$ cat src/rtl/core/rde_pkg.sv
// Shared constants, types and a function for the radix digit emitter.
package rde_pkg;

   localparam int VALUE_BITS     = 31;
   localparam int RADIX_BITS     = 5;
   localparam int DIGIT_BITS     = 4;
   localparam int CHAR_BITS      = 7;
   localparam int BIT_CNT_BITS   = $clog2(VALUE_BITS);
   localparam int DEPTH_CNT_BITS = $clog2(VALUE_BITS + 1);

   localparam logic [RADIX_BITS-1:0] RADIX_MIN = RADIX_BITS'(2);
   localparam logic [RADIX_BITS-1:0] RADIX_MAX = RADIX_BITS'(16);

   localparam logic [DIGIT_BITS-1:0] DIGIT_TEN      = DIGIT_BITS'(10);
   localparam logic [CHAR_BITS-1:0]  CHAR_ZERO      = CHAR_BITS'(48);
   localparam logic [CHAR_BITS-1:0]  CHAR_ALPHA_OFS = CHAR_BITS'(55);

   typedef struct packed {
      logic                  digit_valid;
      logic [DIGIT_BITS-1:0] digit;
      logic                  final_digit;
   } div_status_type;

   typedef struct packed {
      logic                  push;
      logic                  pop;
      logic [DIGIT_BITS-1:0] digit;
   } stack_ctl_type;

   function automatic logic [CHAR_BITS-1:0] digit_to_char(input logic [DIGIT_BITS-1:0] d);
      logic [CHAR_BITS-1:0] ext;
      ext = CHAR_BITS'(d);
      if (d < DIGIT_TEN) begin
         return CHAR_ZERO + ext;
      end
      return CHAR_ALPHA_OFS + ext;
   endfunction

endpackage

$ cat src/rtl/core/rde_channels.sv
// Valid/ready channel interfaces for requests and digit results.
interface rde_req_if;
   logic                             valid;
   logic                             ready;
   logic [rde_pkg::VALUE_BITS-1:0]   value;
   logic [rde_pkg::RADIX_BITS-1:0]   radix;

   modport source (output valid, output value, output radix, input ready);
   modport sink   (input valid, input value, input radix, output ready);
endinterface

interface rde_rsp_if;
   logic                             valid;
   logic                             ready;
   logic [rde_pkg::CHAR_BITS-1:0]    digit_char;
   logic                             last_digit;

   modport source (output valid, output digit_char, output last_digit, input ready);
   modport sink   (input valid, input digit_char, input last_digit, output ready);
endinterface

$ cat src/rtl/core/rde_divider.sv
// Bit-serial restoring divider that peels off one digit per pass.
module rde_divider (
   input  logic                             clock,
   input  logic                             reset,
   input  logic                             start,
   input  logic [rde_pkg::VALUE_BITS-1:0]   value,
   input  logic [rde_pkg::RADIX_BITS-1:0]   radix,
   output rde_pkg::div_status_type          status
);

   localparam int VB = rde_pkg::VALUE_BITS;
   localparam logic [rde_pkg::BIT_CNT_BITS-1:0] LAST_BIT = rde_pkg::BIT_CNT_BITS'(VB - 1);

   logic [VB-1:0]                       quot_ff, quot_in;
   logic [rde_pkg::DIGIT_BITS-1:0]      rem_ff, rem_in;
   logic [rde_pkg::RADIX_BITS-1:0]      radix_ff, radix_in;
   logic [rde_pkg::BIT_CNT_BITS-1:0]    cnt_ff, cnt_in;
   logic                                nz_ff, nz_in;
   logic                                busy_ff, busy_in;

   logic [rde_pkg::RADIX_BITS-1:0]      trial;
   logic [rde_pkg::RADIX_BITS-1:0]      diff;
   logic                                qbit;
   logic [rde_pkg::DIGIT_BITS-1:0]      rem_step;
   logic                                pass_end;
   logic                                nz_step;
   logic [rde_pkg::RADIX_BITS-1:0]      radix_sat;

   always_comb begin
      trial    = {rem_ff, quot_ff[VB-1]};
      diff     = trial - radix_ff;
      qbit     = (trial >= radix_ff);
      rem_step = qbit ? diff[rde_pkg::DIGIT_BITS-1:0] : trial[rde_pkg::DIGIT_BITS-1:0];
      pass_end = (cnt_ff == LAST_BIT);
      nz_step  = nz_ff | qbit;

      if (radix < rde_pkg::RADIX_MIN) begin
         radix_sat = rde_pkg::RADIX_MIN;
      end else if (radix > rde_pkg::RADIX_MAX) begin
         radix_sat = rde_pkg::RADIX_MAX;
      end else begin
         radix_sat = radix;
      end

      quot_in  = quot_ff;
      rem_in   = rem_ff;
      radix_in = radix_ff;
      cnt_in   = cnt_ff;
      nz_in    = nz_ff;
      busy_in  = busy_ff;

      if (start) begin
         quot_in  = value;
         rem_in   = '0;
         radix_in = radix_sat;
         cnt_in   = '0;
         nz_in    = 1'b0;
         busy_in  = 1'b1;
      end else if (busy_ff) begin
         quot_in = {quot_ff[VB-2:0], qbit};
         if (pass_end) begin
            rem_in  = '0;
            cnt_in  = '0;
            nz_in   = 1'b0;
            busy_in = nz_step;
         end else begin
            rem_in = rem_step;
            cnt_in = cnt_ff + 1'b1;
            nz_in  = nz_step;
         end
      end

      status.digit_valid = busy_ff & pass_end;
      status.digit       = rem_step;
      status.final_digit = ~nz_step;
   end

   always_ff @(posedge clock) begin
      if (reset) begin
         busy_ff <= 1'b0;
         cnt_ff  <= '0;
      end else begin
         busy_ff <= busy_in;
         cnt_ff  <= cnt_in;
      end
      quot_ff  <= quot_in;
      rem_ff   <= rem_in;
      radix_ff <= radix_in;
      nz_ff    <= nz_in;
   end

endmodule

$ cat src/rtl/core/rde_digit_stack.sv
// Shift-register digit stack: digits go in least significant first, come out reversed.
module rde_digit_stack (
   input  logic                             clock,
   input  logic                             reset,
   input  rde_pkg::stack_ctl_type           ctl,
   output logic [rde_pkg::DIGIT_BITS-1:0]   top_digit,
   output logic                             top_last
);

   localparam int VB = rde_pkg::VALUE_BITS;

   logic [rde_pkg::DIGIT_BITS-1:0]      ent_ff [VB];
   logic [rde_pkg::DIGIT_BITS-1:0]      ent_in [VB];
   logic [rde_pkg::DEPTH_CNT_BITS-1:0]  count_ff, count_in;

   always_comb begin
      for (int i = 0; i < VB; i++) begin
         ent_in[i] = ent_ff[i];
      end
      count_in = count_ff;
      if (ctl.push) begin
         ent_in[0] = ctl.digit;
         for (int i = 1; i < VB; i++) begin
            ent_in[i] = ent_ff[i-1];
         end
         count_in = count_ff + 1'b1;
      end else if (ctl.pop) begin
         for (int i = 0; i < VB - 1; i++) begin
            ent_in[i] = ent_ff[i+1];
         end
         count_in = count_ff - 1'b1;
      end
   end

   assign top_digit = ent_ff[0];
   assign top_last  = (count_ff == rde_pkg::DEPTH_CNT_BITS'(1));

   always_ff @(posedge clock) begin
      if (reset) begin
         count_ff <= '0;
      end else begin
         count_ff <= count_in;
      end
      for (int i = 0; i < VB; i++) begin
         ent_ff[i] <= ent_in[i];
      end
   end

endmodule

$ cat src/rtl/core/radix_digit_emitter_top.sv
// Radix digit emitter: converts an integer to base-2..16 ASCII digits, most significant first.
// Each digit takes one divider pass over all VALUE_BITS bits, one quotient bit per cycle.
// A request of N digits is busy for N divider passes, then for the emission of its N digits.
// Worst case is base 2, with 31 digits.
// A new request is taken only after the last digit is popped into the output register.
// Synchronous active-high reset clears the controller, divider and stack count.
module radix_digit_emitter_top (
   input  logic        clock,
   input  logic        reset,
   rde_req_if.sink     req_chan,
   rde_rsp_if.source   rsp_chan
);

   typedef enum logic [2:0] {
      ST_IDLE = 3'b001,
      ST_DIV  = 3'b010,
      ST_EMIT = 3'b100
   } state_type;

   state_type                        state_ff, state_in;
   rde_pkg::div_status_type          div_status;
   rde_pkg::stack_ctl_type           stack_ctl;
   logic [rde_pkg::DIGIT_BITS-1:0]   top_digit;
   logic                             top_last;
   logic                             start;

   logic                             out_valid_ff, out_valid_in;
   logic [rde_pkg::CHAR_BITS-1:0]    out_char_ff, out_char_in;
   logic                             out_last_ff, out_last_in;

   rde_divider u_divider (
      .clock  (clock),
      .reset  (reset),
      .start  (start),
      .value  (req_chan.value),
      .radix  (req_chan.radix),
      .status (div_status)
   );

   rde_digit_stack u_stack (
      .clock     (clock),
      .reset     (reset),
      .ctl       (stack_ctl),
      .top_digit (top_digit),
      .top_last  (top_last)
   );

   assign req_chan.ready = (state_ff == ST_IDLE);
   assign start          = req_chan.valid & req_chan.ready;

   always_comb begin
      state_in        = state_ff;
      stack_ctl.push  = 1'b0;
      stack_ctl.pop   = 1'b0;
      stack_ctl.digit = div_status.digit;
      out_valid_in    = out_valid_ff & ~rsp_chan.ready;
      out_char_in     = out_char_ff;
      out_last_in     = out_last_ff;

      unique case (state_ff)
         ST_IDLE: begin
            if (start) begin
               state_in = ST_DIV;
            end
         end
         ST_DIV: begin
            if (div_status.digit_valid) begin
               stack_ctl.push = 1'b1;
               if (div_status.final_digit) begin
                  state_in = ST_EMIT;
               end
            end
         end
         ST_EMIT: begin
            if (!out_valid_ff || rsp_chan.ready) begin
               stack_ctl.pop = 1'b1;
               out_valid_in  = 1'b1;
               out_char_in   = rde_pkg::digit_to_char(top_digit);
               out_last_in   = top_last;
               if (top_last) begin
                  state_in = ST_IDLE;
               end
            end
         end
         default: begin
            state_in = ST_IDLE;
         end
      endcase
   end

   assign rsp_chan.valid      = out_valid_ff;
   assign rsp_chan.digit_char = out_char_ff;
   assign rsp_chan.last_digit = out_last_ff;

   always_ff @(posedge clock) begin
      if (reset) begin
         state_ff     <= ST_IDLE;
         out_valid_ff <= 1'b0;
      end else begin
         state_ff     <= state_in;
         out_valid_ff <= out_valid_in;
      end
      out_char_ff <= out_char_in;
      out_last_ff <= out_last_in;
   end

endmodule

$ cat src/flat_wrapper.sv
// flat-port wrapper written by rule: the top's interface ports become plain ports
module radix_digit_emitter_top_flat 
  (clock, reset, req_chan_valid, req_chan_value, req_chan_radix, req_chan_ready, rsp_chan_valid, rsp_chan_digit_char, rsp_chan_last_digit, rsp_chan_ready);
  rde_req_if req_chan_i ();
  rde_rsp_if rsp_chan_i ();
  input  logic clock;
  input  logic reset;
  input wire logic [$bits(req_chan_i.valid)-1:0] req_chan_valid;
  input wire logic [$bits(req_chan_i.value)-1:0] req_chan_value;
  input wire logic [$bits(req_chan_i.radix)-1:0] req_chan_radix;
  output wire logic [$bits(req_chan_i.ready)-1:0] req_chan_ready;
  output wire logic [$bits(rsp_chan_i.valid)-1:0] rsp_chan_valid;
  output wire logic [$bits(rsp_chan_i.digit_char)-1:0] rsp_chan_digit_char;
  output wire logic [$bits(rsp_chan_i.last_digit)-1:0] rsp_chan_last_digit;
  input wire logic [$bits(rsp_chan_i.ready)-1:0] rsp_chan_ready;
  assign req_chan_i.valid = req_chan_valid;
  assign req_chan_i.value = req_chan_value;
  assign req_chan_i.radix = req_chan_radix;
  assign req_chan_ready = req_chan_i.ready;
  assign rsp_chan_valid = rsp_chan_i.valid;
  assign rsp_chan_digit_char = rsp_chan_i.digit_char;
  assign rsp_chan_last_digit = rsp_chan_i.last_digit;
  assign rsp_chan_i.ready = rsp_chan_ready;
  radix_digit_emitter_top u_core (.clock(clock), .reset(reset), .req_chan(req_chan_i), .rsp_chan(rsp_chan_i));
endmodule
$ cat config.mk
export PLATFORM = sky130hd
export DESIGN_NAME = radix_digit_emitter_top_flat
export DESIGN_NICKNAME = d
export VERILOG_FILES = /design/src/rtl/core/rde_pkg.sv /design/src/rtl/core/rde_channels.sv /design/src/rtl/core/rde_divider.sv /design/src/rtl/core/rde_digit_stack.sv /design/src/rtl/core/radix_digit_emitter_top.sv /design/src/flat_wrapper.sv
export SDC_FILE = /design/constraint.sdc
export NUM_CORES = 1
export LEC_CHECK = 0
export ABC_AREA = 1
export ABC_CLOCK_PERIOD_IN_PS = 4840
export BUFFER_PORTS_ARGS = -buffer_cell sky130_fd_sc_hd__buf_2
export CORE_MARGIN = 3
export CORE_UTILIZATION = 50
export CTS_CLUSTER_DIAMETER = 80
export DETAILED_ROUTE_END_ITERATION = 8
export PLACE_DENSITY = 0.74
export SETUP_SLACK_MARGIN = 0.4
export SLEW_MARGIN = 20
export SYNTH_ARGS = -nofsm -noshare
export SYNTH_HDL_FRONTEND = slang
export SYNTH_SLANG_ARGS = --single-unit
export TNS_END_PERCENT = 100
$ cat constraint.sdc
create_clock -name clock -period 4.84 [get_ports clock]
set_input_delay 0.726 -clock clock [delete_from_list [all_inputs] [get_ports clock]]
set_output_delay 0.726 -clock clock [all_outputs]
set_load 0.03 [all_outputs]
==> impl_metrics.env, run 1 <==
export IMPL_die_height_um=135
export IMPL_globalplace_congestion=0.775
export IMPL_rsz0062_at_grt="no"
export IMPL_critPathLaunchType="flip-flop"
export IMPL_diodes=0
export IMPL_dr_wl_met2_um=6470
export IMPL_critPathCaptureType="flip-flop"
export IMPL_hold_path_class="reg2reg"
export IMPL_vias_per_cell=4.95
export IMPL_grt_max_degree=127
export IMPL_fin_crit_ns=2.43
export IMPL_synthesis_area_mm2=0.00827
export IMPL_synth_edf_count=168
export IMPL_filler_cell_count=1326
export IMPL_avgSynthCellArea_um2=10.3
export IMPL_dpl_hpwl_um=8270
export IMPL_ys_seq_area_share_pct=65.8
export IMPL_maxCapViolCount=0
export IMPL_yosysUniqueCellTypes=33
export IMPL_rows=46
export IMPL_synth_warnings=0
export IMPL_final_nets=898
export IMPL_cts_sinks=188
export IMPL_crit_arrival_ns=2.50
export IMPL_ctsHoldBuffers=0
export IMPL_synth_fp_nets=859
export IMPL_numPortBuffers=49
export IMPL_synth_seq_cells=188
export IMPL_grt_pass1_vias=4954
export IMPL_dp_cells=1043
export IMPL_vdd_drop_max_mv=0.326
export IMPL_worst_pin_slew_ns=0.846
export IMPL_hold_viol_final=0
export IMPL_grt_overflow=0
export IMPL_async_reset_ff_share_pct=0
export IMPL_drt_initial_drc_count=487
export IMPL_start_util_pct=51.5
export IMPL_grt_pass1_wl_um=23600
export IMPL_via_count=5326
export IMPL_postSynthCellCount=807
export IMPL_tns_ns=0
export IMPL_path_clk_slew_ns=0.07
export IMPL_finalCritPeriodShare_pct=50.3
export IMPL_final_layout_size_suffix_gt1_share_pct=11.4
export IMPL_fin_skew_ns=0.0118
export IMPL_run_status="completed"
export IMPL_cts_resized=0
export IMPL_tritoncts="built"
export IMPL_setup_viol=0
export IMPL_crit_fanout=55
export IMPL_slew_limit_headroom_pct=43.6
export IMPL_routedWlPerCell_um=13.1
export IMPL_postCtsSetupRepairBufs=0
export IMPL_leakage_nw=3.80
export IMPL_wl_um=14100
export IMPL_cts_buffers=17
export IMPL_wl_met1_um=6910
export IMPL_clk_latency_ns=0.44
export IMPL_highest_layer="met4"
export IMPL_h_tree_depth=4
export IMPL_maxSlewViolCount=0
export IMPL_power_per_cell_area_mw_per_mm2=477
export IMPL_synth_area_top_cells="edfxtp_1 (61%), nand2_1 (12%), o21ai_1 (5.7%)"
export IMPL_fmax_mhz=411
export IMPL_ys_flop_type="edfxtp_1"
export IMPL_synth_top_cell_by_area="edfxtp_1"
export IMPL_ioPinCount=50
export IMPL_yosys_area_top_type_share_pct=61.0
export IMPL_track_usage_pct=16.2
export IMPL_root_buffer="clkbuf_16"
export IMPL_postRouteAntennaNets=0
export IMPL_layoutNonFillerInstCount=1075
export IMPL_multi_input_area_mm2=0.00224
export IMPL_core_mm2=0.0161
export IMPL_die_area_mm2=0.0181
export IMPL_clockBufferDepth=2
export IMPL_antenna_found_initial=0
export IMPL_chipWidth_um=135
export IMPL_critPathKind="reg2reg"
export IMPL_crit_required_ns=4.90
export IMPL_drtPass1Iterations=7
export IMPL_ff_latch_area_mm2=0.00545
export IMPL_met3_length_um=567
export IMPL_drcViolationCount=0
export IMPL_syn_to_final_growth_pct=11.7
[through the flow]
| stage | setup slack (ns) | instance area, µm² | power (W) | utilization (%) | hold WS (ns) |
|---|---|---|---|---|---|
| detailed placement | 2.17 | 8620 | 0.00298 | 53.7 | 0.444 |
| floorplan | 0.812 | 8270 | 0.00278 | - | 0.427 |
| finish | 2.41 | 9240 | 0.00441 | 57.6 | 0.468 |
| global route | 2.25 | 9240 | 0.00464 | 57.6 | 0.480 |
| CTS | 2.40 | 9230 | 0.00444 | 57.5 | 0.473 |
| global placement | 2.19 | 8620 | 0.00295 | 53.7 | 0.446 |
[cell families (layout without fill, tap and decap cells)]
logic type	count (synthesis)	in the layout	synth area share [%]
AND/OR/NAND/NOR	323	323	15.8
flip-flops	188	188	65.8
AO/OA/AOI/OAI	144	144	8.82
buffers and inverters	136	188	7.23
adder cells (fa/ha/maj)	12	12	1.91
XOR/XNOR	4	4	0.424
[critical path, stage by stage (launching register included)]
cell and delay, ns:
dfxtp_1 0.39, ha_1 0.18, nand2_1 0.09, nor2_4 0.16, nand3_4 0.11, nand2_4 0.44, buf_4 0.65
[power breakdown]
group | internal [W] | total [W] | switching (W)
registers | 0.00207 | 0.00216 | 0.0000865
clock network | 0.000826 | 0.00146 | 0.000633
logic | 0.000229 | 0.000788 | 0.000559
total | 0.00313 | 0.00441 | 0.00128
[worst paths after layout]
check | startpoint | endpoint | slack, ns | depth (start not counted)
worst max-delay path | u_core.u_divider.cnt_ff[1]$_SDFFE_PP0P_ | u_core.u_stack.ent_ff[0][28]$_DFFE_PP_ | 2.41 | 6
worst min-delay path | u_core.u_stack.ent_ff[1][53]$_DFFE_PP_ | u_core.u_stack.ent_ff[1][57]$_DFFE_PP_ | 0.47 | 0
worst max register to register | u_core.u_divider.cnt_ff[1]$_SDFFE_PP0P_ | u_core.u_stack.ent_ff[0][28]$_DFFE_PP_ | 2.41 | 6
worst min register to register | u_core.u_stack.ent_ff[1][53]$_DFFE_PP_ | u_core.u_stack.ent_ff[1][57]$_DFFE_PP_ | 0.47 | 0
[cell usage after synthesis (all sizes together) (2+ instances only)]
cell type,count
ha,11
a31oi,2
nand3,15
inv,101
buf,22
nand3b,2
a21oi,10
edfxtp,168
nor3,4
nor2,23
o21ai,130
clkbuf,12
xor2,3
nand2,272
dfxtp,20
nand4,4
[cell type report]
class	count	area share, %
tap	216	2.92
inverter	102	4.14
multi-input combinational	483	24.2
clock buffer	18	4.64
clock inverter	14	2.02
timing repair buffer	54	3.14
sequential	188	58.9
[flip-flops by register name (all words and copies together) (netlist names)]
register / cells
u_core.u_divider.busy_ff: 1
u_core.u_stack.ent_ff: 124
u_core.state_ff: 3
u_core.u_stack.count_ff: 5
u_core.rsp_chan.valid: 1
u_core.u_divider.rem_ff: 4
u_core.rsp_chan.digit_char: 7
u_core.u_divider.quot_ff: 31
u_core.u_divider.radix_ff: 5
u_core.u_divider.cnt_ff: 5
u_core.rsp_chan.last_digit: 1
u_core.u_divider.nz_ff: 1
[layer usage]
| metal | vias up | GRT usage [%] |
|---|---|---|
| met5 | - | 0 |
| met4 | 0 | 5.20 |
| met3 | 18 | 4.28 |
| met2 | 89 | 24.2 |
| met1 | 2463 | 23.4 |
| li1 | 2756 | - |
[cells in the final DEF, fill, tap and decap left out, types with 2 or more instances in the layout]
master / instances
nand2_1: 268
edfxtp_1: 168
inv_1: 98
o21ai_1: 95
buf_2: 49
o21ai_0: 35
nor2_1: 21
dfxtp_1: 20
clkbuf_16: 17
nand3_1: 13
ha_1: 11
a21oi_1: 10
clkinv_4: 5
nand4_1: 4
inv_2: 3
nand2_2: 3
nor3_1: 3
xor2_1: 3
bufinv_16: 3
buf_4: 3
nor2_4: 2
nand3b_1: 2
a31oi_1: 2
inv_8: 2
inv_6: 2
buf_6: 2
Note: power is estimated with default switching activity, not from simulation.
==> run 2, diff against run 1 <==
- ABC_CLOCK_PERIOD_IN_PS: 4840 -> 2450
- clock period: 4.84 -> 2.45 ns (I/O delays scaled with it)
==> run 2 against run 1 <==
Effect of this change: clock power is 90% higher; sequential cell count stayed put; via count rose by 1.1%; critical path type unchanged; final area increased by 1.3%; global-route usage decreased by 0.23 points; cell count grew 0.56%; clock skew up 0.0015 ns; largest cell class unchanged.
==> impl_metrics.env, run 2 (synthesis results as in run 1) <==
export IMPL_root_buffer="clkbuf_16"
export IMPL_ctsHoldBuffers=0
export IMPL_reg2reg_slack_ns=0.56
export IMPL_clk_latency_ns=0.43
export IMPL_final_nets=904
export IMPL_drtPass1Iterations=4
export IMPL_mostFrequentLayoutCells="nand2_1 (267), edfxtp_1 (168), inv_1 (98)"
export IMPL_cts_buffers=17
export IMPL_syn_to_final_growth_pct=13.2
export IMPL_layout_commonest_cell="nand2_1"
export IMPL_rows=46
export IMPL_grt_pass1_vias=5134
export IMPL_grt_max_degree=127
export IMPL_rsz0062_at_grt="yes"
export IMPL_drt_initial_drc_count=462
export IMPL_critPathLaunchType="flip-flop"
export IMPL_h_tree_depth=4
export IMPL_crit_arrival_ns=2.06
export IMPL_fin_crit_ns=1.89
export IMPL_worst_pin_slew_ns=0.539
export IMPL_start_util_pct=51.5
export IMPL_chipWidth_um=135
export IMPL_path_clk_slew_ns=0.07
export IMPL_die_height_um=135
export IMPL_clockBufferDepth=2
export IMPL_grt_overflow=0
export IMPL_crit_end="u_core.u_stack.ent_ff[0][29]$_DFFE_PP_"
export IMPL_core_mm2=0.0161
export IMPL_maxSlewViolCount=0
export IMPL_drcViolationCount=0
export IMPL_regMostFlops="u_core.u_stack.ent_ff"
export IMPL_crit_required_ns=2.62
export IMPL_filler_cell_count=1305
export IMPL_routedWlPerCell_um=13.2
export IMPL_power_per_cell_area_mw_per_mm2=927
export IMPL_critPathCaptureType="flip-flop"
export IMPL_ioPinCount=50
export IMPL_crit_fanout=36
export IMPL_track_usage_pct=16.0
export IMPL_diodes=0
export IMPL_slew_limit_headroom_pct=63.7
export IMPL_cts_resized=0
export IMPL_via_count=5386
export IMPL_die_area_mm2=0.0181
export IMPL_largest_reg_flops=124
export IMPL_grt_use_met3_pct=4.84
export IMPL_cts_sinks=188
export IMPL_tritoncts="built"
export IMPL_run_status="completed"
export IMPL_power_w=0.00868
export IMPL_r2r_start="u_core.u_divider.cnt_ff[1]$_SDFFE_PP0P_"
export IMPL_postCtsSetupRepairBufs=0
export IMPL_hold_viol_final=0
export IMPL_worst_r2r_path_depth=7
export IMPL_dpl_hpwl_um=8830
export IMPL_cp_startpoint="u_core.u_divider.cnt_ff[1]$_SDFFE_PP0P_"
export IMPL_grt_pass1_wl_um=23500
export IMPL_numPortBuffers=49
export IMPL_tns_ns=0
export IMPL_globalplace_congestion=0.789
export IMPL_final_layout_size_suffix_gt1_share_pct=12.3
export IMPL_worst_r2r_endpoint="u_core.u_stack.ent_ff[0][29]$_DFFE_PP_"
export IMPL_vias_per_cell=4.98
export IMPL_antenna_found_initial=0
export IMPL_grt_use_met2_pct=24.3
export IMPL_fin_skew_ns=0.0132
export IMPL_leakage_nw=3.84
export IMPL_grt_busiest_layer="met2"
export IMPL_use_met1_pct=22.6
export IMPL_finalCritPeriodShare_pct=77.1
export IMPL_hold_path_class="in2reg"
export IMPL_critPathKind="reg2reg"
export IMPL_wl_um=14300
export IMPL_maxCapViolCount=0
export IMPL_vdd_drop_max_mv=0.617
export IMPL_fmax_mhz=529
export IMPL_postRouteAntennaNets=0
export IMPL_setup_viol=0
==> run 2: cell count changes in the layout (fill, tap and decap cells not counted), moves of 2 or more <==
cell,before,now
o21ai_1,95,97
clkinv_4,5,2
o21ai_0,35,33
buf_12,0,5
==> run 2: how the worst min path moves through the flow <==
stage,slack (ns),to,cells after the start,from
after global placement,0.43,u_core.u_stack.ent_ff[1][59]$_DFFE_PP_,0,u_core.u_stack.ent_ff[1][55]$_DFFE_PP_
after global routing,0.15,u_core.rsp_chan.valid$_SDFF_PP0_,2,reset
after floorplan,0.43,u_core.u_stack.ent_ff[1][56]$_DFFE_PP_,0,u_core.u_stack.ent_ff[1][52]$_DFFE_PP_
final,0.15,u_core.rsp_chan.valid$_SDFF_PP0_,2,reset
after CTS,0.13,u_core.rsp_chan.valid$_SDFF_PP0_,2,reset
after detailed placement,0.44,u_core.u_stack.ent_ff[1][58]$_DFFE_PP_,0,u_core.u_stack.ent_ff[1][54]$_DFFE_PP_
==> run 2: power by group <==
part           leakage (nW)  switching, W  internal (W)
Clock                 0.293       0.00124       0.00154
Sequential             1.28      0.000161       0.00409
Combinational          2.27       0.00112      0.000524
==> run 2: cell type report <==
| class | count | area (µm²) | area share (%) |
|---|---|---|---|
| timing repair buffer | 60 | 412 | 4.40 |
| inverter | 102 | 383 | 4.09 |
| clock inverter | 15 | 179 | 1.91 |
| sequential | 188 | 5450 | 58.2 |
| multi-input combinational | 483 | 2250 | 24.0 |
| tap | 216 | 270 | 2.89 |
| clock buffer | 17 | 425 | 4.54 |
==> run 2: routing by layer <==
layer  up-vias  share of wire [%]
li1       2763                  -
met1      2511                 48
met2       102                 47
met3        10                4.1
met4         0               0.75
met5         -                  0
==> run 2: worst max-delay path, cell delays in order (launching register included) <==
cell     delay, ns
dfxtp_1       0.40
ha_1          0.17
nand2_1       0.09
nor2_4        0.17
nand2_2       0.11
nor2_4        0.28
buf_6         0.30
o21ai_1       0.11
==> run 2: through the flow <==
step           hold WS, ns  std cells  setup slack (ns)  cell area (µm²)  util (%)
3_5_place_dp         0.435       1048             0.536             8730      54.4
5_1_grt              0.146       1081             0.375             9360      58.3
6_report             0.153       1081             0.561             9360      58.3
3_3_place_gp         0.433       1048             0.601             8730      54.4
4_1_cts              0.130       1080             0.523             9330      58.1
2_1_floorplan        0.427        807             0.429             8290         -
